## src/design/rrur_pkg.sv

```systemverilog
// Shared types and constants for the round-robin ultrasonic ranger.
`default_nettype none

package rrur_pkg;

  // Block geometry.
  localparam int NUM_SENSORS_DEF = 4;
  localparam int ECHO_LINES      = 4;

  // Field widths.
  localparam int TRIG_W   = 8;
  localparam int SLOT_W   = 20;
  localparam int SCALE_W  = 16;
  localparam int DIST_W   = 11;
  localparam int TIMER_W  = 16;
  localparam int INDEX_W  = 2;

  // Configuration port.
  localparam int CFG_IDX_W  = 3;
  localparam int CFG_DATA_W = 20;

  localparam logic [CFG_IDX_W-1:0] REG_TRIGGER_TICKS = 3'd0;
  localparam logic [CFG_IDX_W-1:0] REG_SLOT_TICKS    = 3'd1;
  localparam logic [CFG_IDX_W-1:0] REG_SCALE_RECIP   = 3'd2;
  localparam logic [CFG_IDX_W-1:0] REG_MIN_VALID_CM  = 3'd3;
  localparam logic [CFG_IDX_W-1:0] REG_MAX_VALID_CM  = 3'd4;

  // Register values after reset.
  localparam logic [TRIG_W-1:0]  TRIGGER_TICKS_RST = 8'd10;
  localparam logic [SLOT_W-1:0]  SLOT_TICKS_RST    = 20'd500000;
  localparam logic [SCALE_W-1:0] SCALE_RECIP_RST   = 16'd1114;
  localparam logic [DIST_W-1:0]  MIN_VALID_CM_RST  = 11'd2;
  localparam logic [DIST_W-1:0]  MAX_VALID_CM_RST  = 11'd400;

  // Stream widths.
  localparam int S_TDATA_W = 8;
  localparam int M_TDATA_W = 24;
  localparam int M_TUSER_W = 2;

  // One tick's outcome from the slot sequencer, before distance scaling.
  typedef struct packed {
    logic [ECHO_LINES-1:0] trigger_lines;
    logic                  reading_done;
    logic [INDEX_W-1:0]    sensor_index;
    logic [TIMER_W-1:0]    echo_count;
  } tick_t;

endpackage

`default_nettype wire

```

## src/design/rrur_slot_ctrl.sv

```systemverilog
// Slot sequencer: sensor rotation, trigger timing and echo timer.
`default_nettype none

module rrur_slot_ctrl #(
  parameter int NUM_SENSORS = rrur_pkg::NUM_SENSORS_DEF
) (
  input  wire logic                             clk,
  input  wire logic                             rst,
  input  wire logic                             step,
  input  wire logic [rrur_pkg::ECHO_LINES-1:0]  echo_levels,
  input  wire logic [rrur_pkg::TRIG_W-1:0]      trigger_ticks,
  input  wire logic [rrur_pkg::SLOT_W-1:0]      slot_ticks,
  output rrur_pkg::tick_t                       tick
);

  localparam int SensW = (NUM_SENSORS > 1) ? $clog2(NUM_SENSORS) : 1;
  localparam logic [SensW-1:0] LastSensor = SensW'(NUM_SENSORS - 1);
  localparam logic [rrur_pkg::TIMER_W-1:0] TimerMax = '1;

  logic [SensW-1:0]                 slot_sensor;
  logic [SensW-1:0]                 slot_sensor_next;
  logic [rrur_pkg::SLOT_W-1:0]      slot_counter;
  logic [rrur_pkg::SLOT_W-1:0]      slot_counter_next;
  logic [rrur_pkg::TIMER_W-1:0]     echo_counter;
  logic [rrur_pkg::TIMER_W-1:0]     echo_counter_next;
  logic                             counting;
  logic                             counting_next;
  logic                             prev_echo;
  logic                             prev_echo_next;

  logic [rrur_pkg::ECHO_LINES-1:0]  echo_shift;
  logic                             echo;
  logic [rrur_pkg::SLOT_W:0]        slot_inc;
  logic                             done;

  // A sensor past the physical lines shifts everything out: echo 0, no trigger.
  assign echo_shift = echo_levels >> slot_sensor;
  assign echo       = echo_shift[0];
  assign slot_inc   = {1'b0, slot_counter} + 1'b1;

  always_comb begin
    echo_counter_next = echo_counter;
    counting_next     = counting;
    prev_echo_next    = echo;
    done              = 1'b0;
    if (slot_counter == '0) begin
      echo_counter_next = '0;
      counting_next     = 1'b0;
    end else if (echo && !prev_echo) begin
      counting_next = 1'b1;
    end else if (!echo && prev_echo) begin
      counting_next = 1'b0;
      done          = 1'b1;
    end else if (counting && (echo_counter != TimerMax)) begin
      echo_counter_next = echo_counter + 1'b1;
    end

    if (slot_inc >= {1'b0, slot_ticks}) begin
      slot_counter_next = '0;
      slot_sensor_next  = (slot_sensor == LastSensor) ? '0 : slot_sensor + 1'b1;
    end else begin
      slot_counter_next = slot_inc[rrur_pkg::SLOT_W-1:0];
      slot_sensor_next  = slot_sensor;
    end
  end

  always_comb begin
    tick.trigger_lines = '0;
    if (slot_counter < {{(rrur_pkg::SLOT_W - rrur_pkg::TRIG_W){1'b0}}, trigger_ticks}) begin
      tick.trigger_lines = rrur_pkg::ECHO_LINES'(1) << slot_sensor;
    end
    tick.reading_done = done;
    tick.sensor_index = rrur_pkg::INDEX_W'(slot_sensor);
    tick.echo_count   = echo_counter;
  end

  always_ff @(posedge clk) begin
    if (rst) begin
      slot_sensor  <= '0;
      slot_counter <= '0;
      echo_counter <= '0;
      counting     <= 1'b0;
      prev_echo    <= 1'b0;
    end else if (step) begin
      slot_sensor  <= slot_sensor_next;
      slot_counter <= slot_counter_next;
      echo_counter <= echo_counter_next;
      counting     <= counting_next;
      prev_echo    <= prev_echo_next;
    end
  end

endmodule

`default_nettype wire

```

## src/design/round_robin_ultrasonic_ranger.sv

```systemverilog
// Top level of the round-robin ultrasonic ranger: stream ports, registers, distance scaling.
//
//   channel | direction | payload
//   --------+-----------+------------------------------------------------------------
//   s_axis  | in        | tdata[3:0] echo_levels, one timer tick per item
//   m_axis  | out       | tdata: trigger_lines, sensor_index, distance_cm;
//           |           | tuser: reading_done, in_range
//   cfg     | in        | write enable, register index, write data
//
// One item is taken every cycle when the output side keeps up. An item's result
// is registered in the first stage when the item is accepted, then loaded into
// the output register, from which it can leave. The first stage runs the slot
// sequencer and the echo timer; the second multiplies the timer by scale_recip
// (one 16x16 multiplier) and checks the range. Reset clears the sequencer, the
// stage valids and the registers to their defaults. A stall on the output holds
// both stages, and the input is taken again as soon as a stage frees up.
`default_nettype none

module round_robin_ultrasonic_ranger #(
  parameter int NUM_SENSORS = rrur_pkg::NUM_SENSORS_DEF
) (
  input  wire logic                              clk,
  input  wire logic                              rst,
  // Input stream.
  input  wire logic                              s_axis_tvalid,
  output logic                                   s_axis_tready,
  input  wire logic [rrur_pkg::S_TDATA_W-1:0]    s_axis_tdata,  // [3:0] echo_levels
  // Output stream.
  output logic                                   m_axis_tvalid,
  input  wire logic                              m_axis_tready,
  output logic [rrur_pkg::M_TDATA_W-1:0]         m_axis_tdata,  // [3:0] trigger_lines,
                                                                // [5:4] sensor_index,
                                                                // [16:6] distance_cm
  output logic [rrur_pkg::M_TUSER_W-1:0]         m_axis_tuser,  // [0] reading_done,
                                                                // [1] in_range
  // Configuration writes.
  input  wire logic                              cfg_we,
  input  wire logic [rrur_pkg::CFG_IDX_W-1:0]    cfg_index,
  input  wire logic [rrur_pkg::CFG_DATA_W-1:0]   cfg_data
);

  localparam int ProdW = rrur_pkg::TIMER_W + rrur_pkg::SCALE_W;
  localparam logic [rrur_pkg::SCALE_W-1:0] DistCap =
    rrur_pkg::SCALE_W'((1 << rrur_pkg::DIST_W) - 1);

  // Configuration registers.
  logic [rrur_pkg::TRIG_W-1:0]   trigger_ticks;
  logic [rrur_pkg::SLOT_W-1:0]   slot_ticks;
  logic [rrur_pkg::SCALE_W-1:0]  scale_recip;
  logic [rrur_pkg::DIST_W-1:0]   min_valid_cm;
  logic [rrur_pkg::DIST_W-1:0]   max_valid_cm;

  always_ff @(posedge clk) begin
    if (rst) begin
      trigger_ticks <= rrur_pkg::TRIGGER_TICKS_RST;
      slot_ticks    <= rrur_pkg::SLOT_TICKS_RST;
      scale_recip   <= rrur_pkg::SCALE_RECIP_RST;
      min_valid_cm  <= rrur_pkg::MIN_VALID_CM_RST;
      max_valid_cm  <= rrur_pkg::MAX_VALID_CM_RST;
    end else if (cfg_we) begin
      // Indexes past the last register are dropped by the default arm.
      unique case (cfg_index)
        rrur_pkg::REG_TRIGGER_TICKS: trigger_ticks <= cfg_data[rrur_pkg::TRIG_W-1:0];
        rrur_pkg::REG_SLOT_TICKS:    slot_ticks    <= cfg_data[rrur_pkg::SLOT_W-1:0];
        rrur_pkg::REG_SCALE_RECIP:   scale_recip   <= cfg_data[rrur_pkg::SCALE_W-1:0];
        rrur_pkg::REG_MIN_VALID_CM:  min_valid_cm  <= cfg_data[rrur_pkg::DIST_W-1:0];
        rrur_pkg::REG_MAX_VALID_CM:  max_valid_cm  <= cfg_data[rrur_pkg::DIST_W-1:0];
        default: ;
      endcase
    end
  end

  // Handshake: the first stage moves when the output register can take its item.
  logic a_valid;
  logic a_ready;
  logic in_accept;

  assign a_ready       = !m_axis_tvalid || m_axis_tready;
  assign s_axis_tready = !a_valid || a_ready;
  assign in_accept     = s_axis_tvalid && s_axis_tready;

  // Stage one: the sequencer state advances exactly once per accepted tick.
  rrur_pkg::tick_t tick;
  rrur_pkg::tick_t a_tick;

  rrur_slot_ctrl #(
    .NUM_SENSORS (NUM_SENSORS)
  ) u_slot_ctrl (
    .clk           (clk),
    .rst           (rst),
    .step          (in_accept),
    .echo_levels   (s_axis_tdata[rrur_pkg::ECHO_LINES-1:0]),
    .trigger_ticks (trigger_ticks),
    .slot_ticks    (slot_ticks),
    .tick          (tick)
  );

  always_ff @(posedge clk) begin
    if (rst) begin
      a_valid <= 1'b0;
    end else if (s_axis_tready) begin
      a_valid <= s_axis_tvalid;
    end
  end

  always_ff @(posedge clk) begin
    if (in_accept) begin
      a_tick <= tick;
    end
  end

  // Stage two: distance = (timer * scale_recip) >> 16. The range check looks at
  // the full quotient; the reported value clips at the top of its field.
  logic [ProdW-1:0]              product;
  logic [rrur_pkg::SCALE_W-1:0]  dist_full;
  logic [rrur_pkg::DIST_W-1:0]   dist_clip;
  logic                          dist_ok;
  logic [rrur_pkg::DIST_W-1:0]   distance_cm;
  logic                          in_range;

  assign product   = ProdW'(a_tick.echo_count) * ProdW'(scale_recip);
  assign dist_full = product[ProdW-1:rrur_pkg::TIMER_W];
  assign dist_clip = (dist_full > DistCap) ? DistCap[rrur_pkg::DIST_W-1:0]
                                           : dist_full[rrur_pkg::DIST_W-1:0];
  assign dist_ok   = (dist_full >= rrur_pkg::SCALE_W'(min_valid_cm)) &&
                     (dist_full <= rrur_pkg::SCALE_W'(max_valid_cm));
  // Without a completed reading both fields read as zero.
  assign distance_cm = a_tick.reading_done ? dist_clip : '0;
  assign in_range    = a_tick.reading_done && dist_ok;

  always_ff @(posedge clk) begin
    if (rst) begin
      m_axis_tvalid <= 1'b0;
    end else if (a_ready) begin
      m_axis_tvalid <= a_valid;
    end
  end

  always_ff @(posedge clk) begin
    if (a_ready && a_valid) begin
      m_axis_tdata <= {{(rrur_pkg::M_TDATA_W - rrur_pkg::DIST_W - rrur_pkg::INDEX_W
                         - rrur_pkg::ECHO_LINES){1'b0}},
                       distance_cm, a_tick.sensor_index, a_tick.trigger_lines};
      m_axis_tuser <= {in_range, a_tick.reading_done};
    end
  end

`ifndef SYNTHESIS
  // At most one trigger line is ever driven.
  a_trig_onehot: assert property (@(posedge clk) disable iff (rst)
    m_axis_tvalid |-> $onehot0(m_axis_tdata[3:0]))
    else $error("more than one trigger line high");

  // Distance and range flag stay zero unless a reading completed.
  a_idle_fields: assert property (@(posedge clk) disable iff (rst)
    (m_axis_tvalid && !m_axis_tuser[0]) |-> (m_axis_tdata[16:6] == '0 && !m_axis_tuser[1]))
    else $error("distance reported without a completed reading");

  // A stalled first stage keeps its item for the output register.
  a_stage_hold: assert property (@(posedge clk) disable iff (rst)
    (a_valid && !a_ready) |=> (a_valid && $stable(a_tick)))
    else $error("first stage lost its item under stall");

  // Nothing is in flight right after reset.
  a_reset_empty: assert property (@(posedge clk)
    $past(rst) |-> (!a_valid && !m_axis_tvalid))
    else $error("pipeline not empty after reset");
`endif

endmodule

`default_nettype wire
```

## config.mk

```make
export PLATFORM = sky130hd
export DESIGN_NAME = round_robin_ultrasonic_ranger
export DESIGN_NICKNAME = d
export VERILOG_FILES = /design/src/design/rrur_pkg.sv /design/src/design/rrur_slot_ctrl.sv /design/src/design/round_robin_ultrasonic_ranger.sv
export SDC_FILE = /design/constraint.sdc
export NUM_CORES = 1
export LEC_CHECK = 0
export CAP_MARGIN = 40
export CELL_PAD_IN_SITES_DETAIL_PLACEMENT = 1
export CELL_PAD_IN_SITES_GLOBAL_PLACEMENT = 1
export CORE_MARGIN = 1
export CORE_UTILIZATION = 25
export DETAILED_ROUTE_END_ITERATION = 8
export DONT_BUFFER_PORTS = 1
export PLACE_DENSITY = 0.43
export SLEW_MARGIN = 0
export SYNTH_ARGS = -nofsm -noshare
export SYNTH_HDL_FRONTEND = slang
export SYNTH_SLANG_ARGS = --single-unit
```

## constraint.sdc

```tcl
create_clock -name clk -period 19.4 [get_ports clk]
set_input_delay 1.94 -clock clk [delete_from_list [all_inputs] [get_ports clk]]
set_output_delay 1.94 -clock clk [all_outputs]
set_load 0.05 [all_outputs]
```

==> reports/qor.csv <==
stage,metric,value,unit
synth,proportion of synthesized flip-flops having asynchronous set or reset,0,
setup_path,critical path required time,19.61,ns
floorplanning,die span in y,253.6,µm
floorplanning,core area,0.06217,mm²
layout,area grow syn2layout,10.22,%
global_route,vias in the first global route,13179,
synth,Post-synth top flop,dfxtp_1,
clocking,H-tree levels,4,
synth,area of the mapped netlist,0.01583,mm²
clocking,CTS Buf Count,17,
synth,post-synth top area cell,fa_1,
detailed_routing,Vias,11885,
synth,Area contributors post-synth,"fa_1 24%, dfxtp_1 14%, ha_1 12%, edfxtp_1 8.0%, nand2_1 7.5%",
timing,Final Max Slew Viols,0,
power_and_ir_drop,sw frac,0.4197,
power_and_ir_drop,pwr/cell area,72.74,mW/mm²
clocking,CTS tree,yes,
synth,Mean Syn Cell Area,8.727,µm²
floorplanning,Starting Density,0.2546,
timing,Final Setup Violations,0,
placement,Port Buffer Count,0,
global_route,gr ovfl total,0,
global_route,antenna violations before repair,1,
synth,top cell type's share of synthesized area,0.2441,
run,max-cap violations,0,
outcome,status,"finished, final reports clean",
setup_path,Worst Path Max Fanout,16,
timing,Highest Clock Rate,0.1233,GHz
placement,"Cell Area, Placed",0.01681,mm²
global_route,Overall Global Routing Usage,0.1544,
detailed_routing,drt initial violations,331,
clocking,total setup buffers inserted after CTS,0,
synth,#FFs+latches synth,150,
floorplanning,FP Rows,91,
detailed_routing,ANT nets after route,0,
layout,share of cells above drive strength 1,0.04134,
detailed_routing,Avg WL per Cell,17.88,µm
placement,dpl hpwl,37.38,mm
synth,gate count after technology mapping,1814,
power_and_ir_drop,Gate power share,0.445,
clocking,clock buffer depth,2,
setup_path,Worst Path Arrival,8.32,ns
synth,number of flops mapped to enable cells by yosys,42,
synth,post-synthesis sequential area ratio,0.2163,
floorplanning,I/O Pins,64,
timing,unrepaired setup endpoints after global routing,no,
synth,Yosys Warn Count,0,
clocking,Clock Latency Late Sink,0.45,ns
detailed_routing,final wirelength,47.00,mm
clocking,hold_buf cts,0,
synth,Post-synth top cells,"318 x nand2_1, 297 x inv_1, 193 x fa_1, 156 x ha_1, 128 x and2_1",
floorplanning,die width,253.6,µm
clocking,CTS Sinks,150,
layout,Final nets,2162,
synth,synth unique cells,68,
min_path,Hold Crit Class,flip-flop to flip-flop,
timing,setup tns final,0,ns
global_route,largest net degree at the start of global routing,103,
floorplanning,total die area,0.06433,mm²
setup_path,Setup crit end kind,flip-flop,
timing,Setup Skew,0.01512,ns
power_and_ir_drop,Clock power frac,0.271,
setup_path,startpoint class of the critical path,flip-flop,
setup_path,crit path kind,flip-flop to flip-flop,
timing,Final Cycle Share,0.4179,
power_and_ir_drop,Int Pwr,0.0007365,W
placement,gp weighted congestion,0.7814,
power_and_ir_drop,sequential power share,0.284,
power_and_ir_drop,Max IR drop VDD,0.00006037,V
clocking,CTS resizes,0,
detailed_routing,DR DRC count,0,
timing,Slew @ Worst Pin,0.9020,ns
detailed_routing,via/cell ratio,4.521,
power_and_ir_drop,static leakage,7.982,nW
clocking,"Clk pin slew, worst setup/hold paths",0.07,ns
timing,worst rel slew slack,0.3944,
synth,"count leader, synth",nand2_1,
global_route,first-pass GRT wire length,75.96,mm
power_and_ir_drop,NetSw,0.0005326,W
timing,Fin. Hold Viols,0,
layout,post-route cell area,0.01745,mm²
timing,Tmin final,8.107,ns
detailed_routing,Pre-antenna DRT Iters,4,
clocking,CTS root buf,clkbuf_16,
-- logic make-up (layout without fill, tap and decap cells) --
family | count (synthesis) | count (layout) | share of synthesized area
AOI/OAI and AO/OA | 239 | 239 | 0.09556
other | 1 | 9 | 0.0002369
xor gates and xnor gates | 45 | 45 | 0.02490
buffers and inverters | 384 | 354 | 0.09382
adders and majority gates | 349 | 349 | 0.3674
DFF | 150 | 150 | 0.2163
muxes | 1 | 1 | 0.001423
and+or+nand+nor | 645 | 645 | 0.2004
-- final timing paths --
check,depth (start not counted),endpoint,slack (ns),start
min reg2reg,0,m_axis_tdata[2],0.42,a_tick[21]
min,0,m_axis_tdata[2],0.42,a_tick[21]
max,26,m_axis_tuser[1],11.29,a_tick[5]
max reg2reg,26,m_axis_tuser[1],11.29,a_tick[5]
-- per-layer routing --
metal,GRT usage,routed length (µm),vias up
met5,0,0,-
met4,0.04062,744,0
met3,0.01321,722,37
met2,0.2841,24500,79
met1,0.1916,21030,6053
li1,-,-,5716
-- sequential cells by signal (all words and copies together), names as in the netlist --
name,cells
m_axis_tuser,2
a_valid,1
m_axis_tvalid,1
scale_recip,16
a_tick,23
u_slot_ctrl.echo_counter,16
trigger_ticks,8
u_slot_ctrl.slot_counter,20
u_slot_ctrl.counting,1
slot_ticks,20
max_valid_cm,11
u_slot_ctrl.slot_sensor,2
min_valid_cm,11
m_axis_tdata,17
u_slot_ctrl.prev_echo,1
-- critical path, cell delays in order, from the launching register on --
cell and delay, ns:
edfxtp_1 0.72, and2_1 0.34, fa_1 0.53, inv_1 0.06
fa_1 0.55, fa_1 0.44, fa_1 0.50, inv_1 0.06
fa_1 0.54, inv_1 0.06, fa_1 0.54, inv_1 0.04
ha_1 0.36, nand2_1 0.13, a211oi_1 0.23, o31ai_1 0.16
a211oi_1 0.26, nor2_1 0.08, xnor2_1 0.72, ha_1 0.38
a21o_1 0.16, a21o_1 0.17, a21o_1 0.17, a21o_1 0.17
a21oi_1 0.19, o211ai_1 0.11, and4bb_1 0.19
-- power by group through the flow --
stage | clock, W | combinational, W | sequential (W)
floorplan | 0 | 0.000397 | 0.000358
finish | 0.000344 | 0.000564 | 0.000361
global placement | 0 | 0.000558 | 0.000372
detailed placement | 0 | 0.000567 | 0.000369
CTS | 0.000357 | 0.000575 | 0.000362
global route | 0.000368 | 0.000650 | 0.000362
-- cells in the final DEF (no fill, tap or decap), drive strengths merged, types with 10 or more instances in the layout --
cell type and count:
edfxtp 42, o21a 15, and2 128, dfxtp 108, a21oi 114, buf 24
and3 19, a21o 23, fa 193, nor2 39, inv 304, ha 156
nand2 318, clkbuf 18, o21ai 33, xnor2 20, a211oi 10, xor2 25
nor3 13, nand4 23, nand3b 22, nand3 39
-- per-stage QoR --
step	setup WS [ns]	hold WS (ns)	total power [W]	cells	utilization
CTS	11.08	0.4219	0.001294	2625	0.2800
detailed placement	11.12	0.4062	0.0009364	2593	0.2705
global placement	10.97	0.4018	0.0009297	2582	0.2674
floorplan	12.58	0.4003	0.0007545	1820	-
global route	10.85	0.4306	0.001381	2628	0.2806
finish	11.29	0.4192	0.001269	2629	0.2807
-- area by class of cell --
cell class,count,area [µm²]
repair buffers,25,316.6
flip-flops and latches,150,3423
diodes,2,5.005
well taps,837,1047
clock inverters,15,168.9
multi-input cells,1286,10950
fillers,7321,44720
inverters,297,1115
clock buffers,17,425.4
Power figures use the tool's default switching activity.
